==> config.mk <==
export PLATFORM = sky130hd
export DESIGN_NAME = sic_queue
export DESIGN_NICKNAME = d
export VERILOG_FILES = /design/src/design/sic_pkg.sv /design/src/design/sic_queue.sv
export SDC_FILE = /design/constraint.sdc
export NUM_CORES = 1
export LEC_CHECK = 0
export BUFFER_PORTS_ARGS = -buffer_cell sky130_fd_sc_hd__buf_2
export CAP_MARGIN = 20
export CELL_PAD_IN_SITES_DETAIL_PLACEMENT = 1
export CELL_PAD_IN_SITES_GLOBAL_PLACEMENT = 2
export CORE_MARGIN = 2
export CORE_UTILIZATION = 41
export DETAILED_ROUTE_END_ITERATION = 10
export HOLD_SLACK_MARGIN = 0.05
export PLACE_DENSITY_LB_ADDON = 0.1
export SLEW_MARGIN = 20
export SYNTH_ARGS = -nofsm -noshare
export SYNTH_HDL_FRONTEND = slang
export SYNTH_SLANG_ARGS = --single-unit
==> constraint.sdc <==
create_clock -name clk -period 2.25 [get_ports clk]
set_input_delay 0.225 -clock clk [delete_from_list [all_inputs] [get_ports clk]]
set_output_delay 0.225 -clock clk [all_outputs]
set_load 0.005 [all_outputs]
==> src/design/sic_pkg.sv <==
package sic_pkg;

  localparam int COORD_BITS_DEF = 16;
  localparam int FRAC_BITS_DEF  = 16;
  localparam int OUT_BITS       = 48;
  // divider: product, shift, range check, then one quotient bit per stage
  localparam int DIV_LAT        = OUT_BITS + 3;
  localparam int QDEPTH         = 8;
  localparam int FRONT_LAT      = 3;

  typedef enum logic [2:0] {
    REL_DISJOINT,
    REL_POINT,
    REL_OVERLAP,
    REL_A_HIT,
    REL_B_HIT,
    REL_LINES
  } rel_t;

  typedef struct packed {
    logic push;
    logic pop;
  } q_ctl_t;

endpackage

==> src/design/sic_queue.sv <==
module sic_queue import sic_pkg::*; #(
  parameter int WIDTH = 8,
  parameter int DEPTH = QDEPTH
) (
  input  logic                       clk,
  input  logic                       rst,
  input  logic                       push,
  input  logic [WIDTH-1:0]           wdata,
  output logic                       rvalid,
  output logic [WIDTH-1:0]           rdata,
  output logic [$clog2(DEPTH+1)-1:0] count
);

  localparam int AW = $clog2(DEPTH);
  localparam int CW = $clog2(DEPTH+1);

  logic [WIDTH-1:0] mem [0:DEPTH-1];
  logic [AW-1:0]    wr_ptr, rd_ptr;
  q_ctl_t           ctl;

  // the back end never stalls, so any held request leaves at once
  assign ctl.push = push;
  assign ctl.pop  = count != '0;

  always_ff @(posedge clk) begin
    if (ctl.push) begin
      mem[wr_ptr] <= wdata;
    end
    if (ctl.pop) begin
      rdata <= mem[rd_ptr];
    end
  end

  always_ff @(posedge clk) begin
    if (rst) begin
      wr_ptr <= '0;
      rd_ptr <= '0;
      count  <= '0;
      rvalid <= 1'b0;
    end else begin
      rvalid <= ctl.pop;
      if (ctl.push) begin
        wr_ptr <= (wr_ptr == AW'(DEPTH-1)) ? '0 : wr_ptr + 1'b1;
      end
      if (ctl.pop) begin
        rd_ptr <= (rd_ptr == AW'(DEPTH-1)) ? '0 : rd_ptr + 1'b1;
      end
      count <= count + CW'(ctl.push) - CW'(ctl.pop);
    end
  end

endmodule

==> summary.md, run 1 <==
| Metric | Value |
|---|---|
| GPL Wtd Cong | 0.728 |
| Worst Hold Class | in -> reg |
| Postcts setup bufs | 0 |
| Proportion of layout cells with a drive suffix above 1 | 28.2% |
| Seq/Total Area, Yosys | 71.7% |
| Synth Instances | 171 |
| Worst r2r src | count[2] |
| Root Driver | clkbuf_8 |
| Status | finished clean |
| Synth top area share | 65.0% |
| Crit path largest cell delay | 0.38 ns |
| Post-synth top area cell | edfxtp_1 |
| DP HPWL | 4130 µm |
| Slew HR | 48.5% |
| # rows | 32 |
| Worst flop-to-flop path endpoint | count[2] |
| Total power | 0.00397 W |
| Unrepaired setup endpoints after global routing | false |
| CTS clk-pin slew, worst paths | 0.08 ns |
| Syn avg cell area | 19.4 µm² |
| Die Height | 94.0 µm |
| Min Tclk post-route | 2.04 ns |
| I/O Pins | 24 |
| Crit path buf inv count | 3 |
| Final Hold Vio Count | 0 |
| CTS Hold Buffers Added | 0 |
| Worst Hold End | mem[5][0] |
| Global-route wire length before repair | 9830 µm |
| Number of H-tree levels | 3 |
| Max Cap Viol | 0 |
| Diodes inserted | 0 |
| Total CTS buffers | 9 |
| Antenna-violating nets left | 0 |
| R2R Setup Slk | 0.21 ns |
| Leak | 1.36 nW |
| Routed len/inst | 19.6 µm |
| Synth Net Count | 192 |
| Die W | 94.0 µm |
| Max Buffers Root-to-Sink | 2 |
| Fmax | 0.490 GHz |
| Clock Skew | 0.00777 ns |
| DRT iter0 DRCs | 49 |
| CP Class | reg -> reg |
| Post-CTS Resized | 0 |
| Final period util | 90.8% |
| Die area | 8840 µm² |
| IO Port Bufs | 23 |
| CTS tree | done |
| Top cells by area, synth | edfxtp_1 65%, mux4_1 13%, dfxtp_1 6.6% |
| Filler Cells Inserted | 760 |
| Drt drc | 0 |
| Total gr overflow | 0 |
| Vias in the first global route | 1800 |
| Mapped Area | 3320 µm² |
| Arr. time, crit path | 2.27 ns |
| Clock sink count | 83 |
| Cell family with most CP delay | adder cells |
| CP Cell Sequence | inv_1, ha_1, nor3b_2, inv_1, ha_1, inv_1, ha_1, fa_1, xnor2_1, nor2_1 |
| Min setup slack post-route | 0.208 ns |
| Netlist cell types | 27 |
| Crit-path slowest cell | fa_1 |
| Transition time of the tightest slew-check pin | 0.772 ns |
| R2R cell count | 10 |
| CP Capture Type | flop |
| Synthesis-to-finish area growth | 15.1% |
| Worst setup SP type | flop |
| Initial antenna violation count | 0 |
| Pwr/cell area | 1040 nW/µm² |
| Hold Path Depth | 1 |
| Largest net degree at the start of global routing | 19 |
| Req. time, crit path | 2.48 ns |
| Register bit total from synthesis | 83 |
| Maximum VDD drop | 548 µV |
| Hold_sp | wdata[0] |
| Slew Limit Fails | 0 |
| Setup TNS | 0 ns |
| Final net count | 232 |
| 1st-pass router iterations | 4 |
| Starting Density | 42.6% |
| Pre-CTS worst setup slack | 0.201 ns |
| Routed vias/inst | 5.09 |
| Worst skew pair latency | 0.34 ns |
| Total GRT Usage | 15.8% |
| DRT Wirelength | 6240 µm |
| Final-report setup violation count | 0 |
| Core area | 7810 µm² |
| CP Depth | 10 |
| CP Max Fanout | 2 |
| Via count | 1619 |
| Synth warn | 0 |
==> stage by stage <==
step	hold WS [ns]	area (µm²)	utilization (%)	instances
3_5_place_dp	0.500	3630	46.5	302
6_report	0.150	3830	49.0	318
2_1_floorplan	0.324	3330	-	171
5_1_grt	0.146	3830	49.0	318
3_3_place_gp	0.473	3630	46.5	302
4_1_cts	0.137	3830	49.0	318
==> report_power, final <==
group	switching [W]	leakage [nW]	internal, W	total, W
sequential	0.0000813	0.753	0.00187	0.00195
combinational	0.000456	0.513	0.000496	0.000952
clock	0.000544	0.0939	0.000519	0.00106
total	0.00108	1.36	0.00289	0.00397
==> per-layer routing <==
metal  global-route usage (%)  vias up  share of wire (%)
met5                        0        -                  0
met4                     5.43        0                1.3
met3                     4.57       11                2.8
met2                     27.7       30                 53
met1                     18.6      822                 43
li1                         -      756                  -
==> cell usage in the layout, fill, tap and decap left out, drive strengths merged <==
| cell | synthesis | routed |
|---|---|---|
| inv | 7 | 9 |
| nand3b | 1 | 1 |
| edfxtp | 72 | 72 |
| buf | 4 | 35 |
| a21oi | 5 | 5 |
| clkinv | 0 | 2 |
| ha | 9 | 9 |
| mux4 | 16 | 16 |
| a31o | 1 | 1 |
| clkinvlp | 0 | 2 |
| nand2 | 4 | 4 |
| xnor2 | 1 | 1 |
| mux2 | 8 | 8 |
| clkbuf | 2 | 9 |
| dfxtp | 11 | 11 |
| bufinv | 0 | 1 |
| fa | 1 | 1 |
| o21ai | 1 | 1 |
| or3b | 1 | 1 |
| or3 | 1 | 1 |
| mux2i | 2 | 2 |
| nor2b | 3 | 3 |
| nand3 | 1 | 1 |
| nor3 | 2 | 2 |
| nand2b | 6 | 6 |
| nor2 | 11 | 11 |
| nor3b | 1 | 1 |
==> sequential cells by signal, indices dropped and copies added (netlist names) <==
name    cells
mem        64
rdata       8
count       4
rd_ptr      3
wr_ptr      3
rvalid      1
==> cells in the mapped netlist <==
cell,number
or3b_2,1
mux2i_1,2
nor2b_1,3
mux4_1,16
buf_6,1
nand3_1,1
ha_1,9
nor2_1,11
a31o_2,1
a21oi_1,5
xnor2_1,1
clkbuf_1,2
fa_1,1
mux2_2,8
nand2_1,4
nor3_1,2
nor3b_1,1
or3_1,1
buf_2,1
buf_1,1
inv_1,7
buf_12,1
o21ai_0,1
nand2b_1,6
dfxtp_1,11
edfxtp_1,72
nand3b_1,1
==> final cells by class <==
class	instances	area, µm²	area share [%]
clock buffers	9	124	3.24
flip-flops and latches	83	2380	62.3
repair buffers	35	218	5.69
multi-input cells	75	873	22.8
well taps	102	128	3.34
clock inverters	7	75.1	1.96
inverters	7	26.3	0.687
==> cells by family (layout without fill, tap and decap cells) <==
group / after synthesis / in the layout / share of synthesized area (%)
compound gates: 7 / 7 / 1.17
fa+ha+maj: 10 / 10 / 3.99
simple gates: 31 / 31 / 4.74
buf+inv: 13 / 58 / 2.22
flops: 83 / 83 / 71.7
mux: 26 / 26 / 16.0
xor+xnor: 1 / 1 / 0.264
==> worst max-delay path by stage <==
| stage | startpoint | end | slack (ns) |
|---|---|---|---|
| final | count[2] | count[2] | 0.21 |
| after global routing | count[2] | count[2] | 0.06 |
| after CTS | count[2] | count[2] | 0.18 |
| after detailed placement | count[2] | count[2] | 0.20 |
| after global placement | count[2] | count[2] | 0.33 |
| after floorplan | count[2] | count[2] | 0.02 |
==> worst reg2reg max path: stages, from the launching register on <==
cell and delay [ns]:
dfxtp_1 0.32, inv_1 0.08, ha_1 0.15, nor3b_2 0.20, inv_1 0.09, ha_1 0.28
inv_1 0.04, ha_1 0.20, fa_1 0.38, xnor2_1 0.16, nor2_1 0.05
Power figures use the tool's default switching activity.
==> inputs of run 2 (changes only) <==
- BUFFER_PORTS_ARGS: -buffer_cell sky130_fd_sc_hd__buf_2 -> default
- CORE_UTILIZATION: 41 -> 43
- DONT_BUFFER_PORTS: default -> 1
==> run 2 against run 1 <==
Net effect:
- clock power fell by 10%
- setup slack improved by 0.051 ns
- via count fell by 3.2%
- non-clock buffer count fell by 12
- critical endpoint unchanged
- routed wire length fell by 2.9%
- clock skew barely moved
- cell count fell by 3.8%
- sequential power barely moved
- global-route usage rose by 0.19 points
- combinational power fell by 12%
==> summary.md, run 2 (same netlist as run 1, synthesis figures left out) <==
| Metric | Value |
|---|---|
| Setup TNS | 0 ns (unchanged) |
| Logic pwr share | 22.2% (was 24.0%) |
| Synthesis-to-finish area growth | 14.2% (was 15.1%) |
| Vias in the first global route | 1729 (was 1800) |
| Proportion of layout cells with a drive suffix above 1 | 19.1% (was 28.2%) |
| Req. time, crit path | 2.48 ns (about the same) |
| CP Class | reg -> reg (unchanged) |
| Antenna-violating nets left | 0 (unchanged) |
| Unrepaired setup endpoints after global routing | false (unchanged) |
| CP Capture Type | flop (unchanged) |
| Worst skew pair latency | 0.35 ns (was 0.34 ns) |
| DP HPWL | 3830 µm (was 4130 µm) |
| Fmax | 0.502 GHz (was 0.490 GHz) |
| Max Cap Viol | 0 (unchanged) |
| Largest registers | mem: 64 flops, rdata: 8 flops, count: 4 flops (unchanged) |
| I/O Pins | 24 (unchanged) |
| DRT iter0 DRCs | 74 (was 49) |
| Routed vias/inst | 5.12 (was 5.09) |
| Status | finished clean (unchanged) |
| Postcts setup bufs | 0 (unchanged) |
| Psw | 0.00105 W (was 0.00108 W) |
| Die area | 8450 µm² (was 8840 µm²) |
| Sequential share of power | 52.5% (was 49.2%) |
| 1st-pass router iterations | 4 (unchanged) |
| Die Height | 91.9 µm (was 94.0 µm) |
| Most frequent cells in the layout | 72 x edfxtp_1, 16 x mux4_1, 12 x buf_4 (was 72 x edfxtp_1, 23 x buf_2, 16 x mux4_1) |
| Worst r2r src | count[2] (unchanged) |
| WL met1 | 2660 µm (was 2690 µm) |
| Global-route wire length before repair | 9500 µm (was 9830 µm) |
| Total CTS buffers | 9 (unchanged) |
| Final instance area | 3790 µm² (was 3830 µm²) |
| Crit-path slowest cell | fa_1 (unchanged) |
| DRT Wirelength | 6060 µm (was 6240 µm) |
| Fin cells | 306 (was 318) |
| Clock Skew | 0.00809 ns (was 0.00777 ns) |
| Total gr overflow | 0 (unchanged) |
| Total GRT Usage | 16.0% (was 15.8%) |
| Pwr/cell area | 993 nW/µm² (was 1040 nW/µm²) |
| Clock power share | 25.2% (was 26.8%) |
| CTS clk-pin slew, worst paths | 0.08 ns (about the same) |
| Clock sink count | 83 (unchanged) |
| Slew HR | 44.6% (was 48.5%) |
| CP Cell Sequence | inv_1, ha_1, nor3b_2, inv_1, ha_1, inv_1, ha_1, fa_1, xnor2_1, nor2_1 (unchanged) |
| CP Max Fanout | 2 (unchanged) |
| Filler Cells Inserted | 724 (was 760) |
| Worst setup SP type | flop (unchanged) |
| CTS tree | done (unchanged) |
| Largest register FFs | 64 (unchanged) |
| Register Area | 2380 µm² (unchanged) |
| Root Driver | clkbuf_8 (unchanged) |
| Crit path largest cell delay | 0.38 ns (about the same) |
| Worst Hold Class | in -> reg (unchanged) |
| Core area | 7610 µm² (was 7810 µm²) |
| Cells after DPL | 280 (was 302) |
| Multi-input logic area | 873 µm² (unchanged) |
| Max Buffers Root-to-Sink | 2 (unchanged) |
| Leak | 1.29 nW (was 1.36 nW) |
| Final-report setup violation count | 0 (unchanged) |
| Fin util | 49.9% (was 49.0%) |
| Largest net degree at the start of global routing | 19 (unchanged) |
| Switch share | 27.8% (was 27.3%) |
| Maximum VDD drop | 387 µV (was 548 µV) |
| Commonest non-fill, non-tap cell in the layout | edfxtp_1 (unchanged) |
| Number of H-tree levels | 3 (unchanged) |
| Crit path buf inv count | 3 (unchanged) |
| Min Tclk post-route | 1.99 ns (was 2.04 ns) |
| Die W | 91.9 µm (was 94.0 µm) |
| Starting Density | 43.7% (was 42.6%) |
| Drt drc | 0 (unchanged) |
| Slew Limit Fails | 0 (unchanged) |
| Routed len/inst | 19.8 µm (was 19.6 µm) |
| Hold_sp | rst (was wdata[0]) |
| Final net count | 220 (was 232) |
| GPL Wtd Cong | 0.751 (was 0.728) |
| IO Port Bufs | 0 (was 23) |
| Met3 Routed Length | 172 µm (was 177 µm) |
| Via count | 1568 (was 1619) |
| Internal Power | 0.00272 W (was 0.00289 W) |
| Diodes inserted | 0 (unchanged) |
| Cell family with most CP delay | adder cells (unchanged) |
| DR top layer | met4 (unchanged) |
| Transition time of the tightest slew-check pin | 0.830 ns (was 0.772 ns) |
| Arr. time, crit path | 2.22 ns (was 2.27 ns) |
| Reg with most FFs | mem (unchanged) |
| Launch point of the critical path | count[2] (unchanged) |
| Final Hold Vio Count | 0 (unchanged) |
| Initial antenna violation count | 0 (unchanged) |
| # rows | 32 (unchanged) |
| Met2 routed WL | 3140 µm (was 3290 µm) |
| Placed inst area | 3520 µm² (was 3630 µm²) |
| Final period util | 88.5% (was 90.8%) |
[run 2: changes by cell type in the layout (fill, tap and decap cells not counted)]
cell	change
buf_2	-23
buf_4	+1
bufinv_16	-1
clkbuf_1	+1
clkinv_1	-1
clkinv_4	-1
clkinvlp_4	+2
dlygate4sd3_1	+10
[run 2: repair_timing]
action | 4_1_cts | 5_1_grt
hold buffers | 10 | 0
gates resized for setup | 0 | 0
endpoints found under the hold margin | 74 | 0
[run 2: final cells by class]
cell class	count	area share, %
well taps	102	3.36
inverters	7	0.692
clock inverters	6	1.25
repair buffers	23	5.54
clock buffers	10	3.36
multi-input cells	75	23.0
flip-flops and latches	83	62.8
[run 2: final timing paths]
path	to	slack (ns)	cells past startpoint
worst max-delay path	count[2]	0.26	10
worst min-delay path	count[3]	0.13	2
worst max register to register	count[2]	0.26	10
worst min register to register	wr_ptr[1]	0.59	2
[run 2: worst reg2reg max path, cell delays in order, from the launching register on]
cell and delay (ns):
dfxtp_1 0.32, inv_1 0.08, ha_1 0.14, nor3b_2 0.18
inv_1 0.08, ha_1 0.27, inv_1 0.04, ha_1 0.19
fa_1 0.38, xnor2_1 0.14, nor2_1 0.05
[run 2: power groups by stage]
stage / clock [W] / sequential [W] / combinational [W]
detailed placement: 0 / 0.00202 / 0.000823
global placement: 0 / 0.00201 / 0.000775
finish: 0.000951 / 0.00198 / 0.000838
floorplan: 0 / 0.00198 / 0.000619
global route: 0.00104 / 0.00200 / 0.000944
CTS: 0.000984 / 0.00199 / 0.000860
[run 2: through the flow]
step | hold slack (ns) | total power, W | worst slack, ns
floorplan | 0.324 | 0.00260 | 0.0152
finish | 0.129 | 0.00377 | 0.259
detailed placement | 0.299 | 0.00284 | 0.280
CTS | 0.108 | 0.00383 | 0.243
global route | 0.133 | 0.00398 | 0.108
global placement | 0.297 | 0.00279 | 0.348
[run 2: per-layer routing]
layer  vias up  track usage (%)
met5         -                0
met4         0             7.09
met3         8             3.62
met2        26             26.5
met1       802             20.3
li1        732                -
==> inputs of run 3 (changes only) <==
- CORE_UTILIZATION: 43 -> 48
- SETUP_SLACK_MARGIN: default -> 0.2
- clock period: 2.25 -> 1.99 ns (I/O delays scaled with it)
==> run 3 against run 2 <==
Net effect:
- the run now ends with negative hold slack left
- setup slack got worse by 0.20 ns
- sequential share of layout area is 2.3 points lower
- clock-buffer cell count fell by 1
- total power increased by 29%
- cell count is 5.2% lower
- combinational power grew 47%
==> summary.md, run 3 (same netlist as run 1, synthesis figures left out) <==
| Metric | Value |
|---|---|
| Failing checks | negative hold slack |
| Routed len/inst | 21.2 µm (was 19.8 µm) |
| GPL Wtd Cong | 0.717 (was 0.751) |
| Min setup slack post-route | 0.0596 ns (was 0.259 ns) |
| Pre-CTS worst setup slack | 0.0633 ns (was 0.280 ns) |
| Clock sink count | 83 (unchanged) |
| Proportion of layout cells with a drive suffix above 1 | 28.6% (was 19.1%) |
| Max Cap Viol | 0 (unchanged) |
| Transition time of the tightest slew-check pin | 0.428 ns (was 0.830 ns) |
| Largest register FFs | 64 (unchanged) |
| IO Port Bufs | 0 (unchanged) |
| Final-report setup violation count | 0 (unchanged) |
| Slew HR | 71.4% (was 44.6%) |
| Total gr overflow | 0 (unchanged) |
| Drt drc | 0 (unchanged) |
| CP Class | reg -> reg (unchanged) |
| Die area | 7610 µm² (was 8450 µm²) |
| Worst setup SP type | flop (unchanged) |
| Min Tclk post-route | 1.93 ns (was 1.99 ns) |
| CP Max Fanout | 2 (unchanged) |
| Slew Limit Fails | 0 (unchanged) |
| Diodes inserted | 0 (unchanged) |
| Hold Slack | -0.0913 ns (was 0.129 ns) |
| CTS Hold Buffers Added | 12 (was 10) |
| Status | finished, violations left (was finished clean) |
| Initial antenna violation count | 0 (unchanged) |
| Starting Density | 49.2% (was 43.7%) |
| Core area | 6760 µm² (was 7610 µm²) |
| Leak | 1.38 nW (was 1.29 nW) |
| Global-route wire length before repair | 9310 µm (was 9500 µm) |
| Req. time, crit path | 2.23 ns (was 2.48 ns) |
| Largest registers | mem: 64 flops, rdata: 8 flops, count: 4 flops (unchanged) |
| Via count | 1594 (was 1568) |
| Pwr/cell area | 1230 nW/µm² (was 993 nW/µm²) |
| Total GRT Usage | 17.7% (was 16.0%) |
| DP HPWL | 3810 µm (was 3830 µm) |
| CTS clk-pin slew, worst paths | 0.09 ns (was 0.08 ns) |
| DRT iter0 DRCs | 51 (was 74) |
| Final net count | 226 (was 220) |
| Die Height | 87.2 µm (was 91.9 µm) |
| Number of H-tree levels | 3 (unchanged) |
| Antenna-violating nets left | 0 (unchanged) |
| Setup TNS | 0 ns (unchanged) |
| Root Driver | clkbuf_8 (unchanged) |
| Final period util | 97.0% (was 88.5%) |
| Unrepaired setup endpoints after global routing | true (was false) |
| Largest net degree at the start of global routing | 19 (unchanged) |
| I/O Pins | 24 (unchanged) |
| Commonest non-fill, non-tap cell in the layout | edfxtp_1 (unchanged) |
| DRT Wirelength | 6130 µm (was 6060 µm) |
| Total CTS buffers | 9 (unchanged) |
| Vias in the first global route | 1717 (was 1729) |
| Routed vias/inst | 5.50 (was 5.12) |
| Synthesis-to-finish area growth | 18.7% (was 14.2%) |
| Maximum VDD drop | 702 µV (was 387 µV) |
| Max Buffers Root-to-Sink | 2 (unchanged) |
| Worst Hold Class | in -> reg (unchanged) |
| Arr. time, crit path | 2.17 ns (was 2.22 ns) |
| Final Hold Vio Count | 6 (was 0) |
| Fmax | 0.518 GHz (was 0.502 GHz) |
| Placed inst area | 3550 µm² (was 3520 µm²) |
| Die W | 87.2 µm (was 91.9 µm) |
| CTS tree | done (unchanged) |
| Final instance area | 3950 µm² (was 3790 µm²) |
| CP Capture Type | flop (unchanged) |
| Reg with most FFs | mem (unchanged) |
| Most frequent cells in the layout | 72 x edfxtp_1, 16 x mux4_1, 16 x buf_4 (was 72 x edfxtp_1, 16 x mux4_1, 12 x buf_4) |
| # rows | 30 (was 32) |
| Clock Skew | 0.00822 ns (was 0.00809 ns) |
| Worst skew pair latency | 0.35 ns (about the same) |
| 1st-pass router iterations | 4 (unchanged) |
==> run 3: area by class of cell <==
class / instances / area, µm²
fillers: 597 / 2810
inverters: 7 / 26.3
clock inverters: 7 / 106
repair buffers: 29 / 260
well taps: 80 / 100
flip-flops and latches: 83 / 2390
multi-input cells: 75 / 943
clock buffers: 9 / 124
==> run 3: worst paths after layout <==
kind,cells after the start,slack (ns),to,start
max,10,0.06,count[2],count[2]
min,1,-0.09,count[2],rst
max reg2reg,10,0.06,count[2],count[2]
min reg2reg,3,0.65,rd_ptr[1],rd_ptr[1]
==> run 3: routing by layer <==
layer  vias to the layer above  GRT usage (%)  part of all wire, %  wire length [µm]
li1                        743              -                    -                 -
met1                       825           22.0                   44              2700
met2                        22           30.0                   53              3230
met3                         4           5.78                  2.5               156
met4                         0           5.03                 0.90                55
met5                         -              0                    0                 0
==> run 3: worst max-delay path, cell delays in order (launching register included) <==
cell and delay [ns]:
dfxtp_2 0.34, inv_2 0.07, ha_4 0.11, nor3b_4 0.18
inv_2 0.08, ha_4 0.26, inv_2 0.04, ha_4 0.16
fa_2 0.37, xnor2_2 0.16, nor2_1 0.05
==> run 3: repair_timing <==
item / 4_1_cts / 5_1_grt
buffers inserted: 1 / 2
endpoints found under the setup margin: 8 / 5
gates resized for setup: 2 / 5
pin swaps: 2 / 2
hold endpoints to repair: 74 / 6
==> run 3: report_power, final <==
part	total (W)	switching [W]	internal (W)	leakage [nW]
Combinational	0.00123	0.000567	0.000668	0.507
Clock	0.00137	0.000641	0.000731	0.117
Sequential	0.00226	0.000133	0.00212	0.754
Total	0.00486	0.00134	0.00352	1.38
==> run 3: metrics by stage <==
step	std cells	total power, W	utilization (%)
after floorplan	171	0.00304	-
after global placement	259	0.00328	52.5
after detailed placement	259	0.00337	52.5
after CTS	288	0.00483	57.9
after global routing	290	0.00511	58.4
final	290	0.00486	58.4
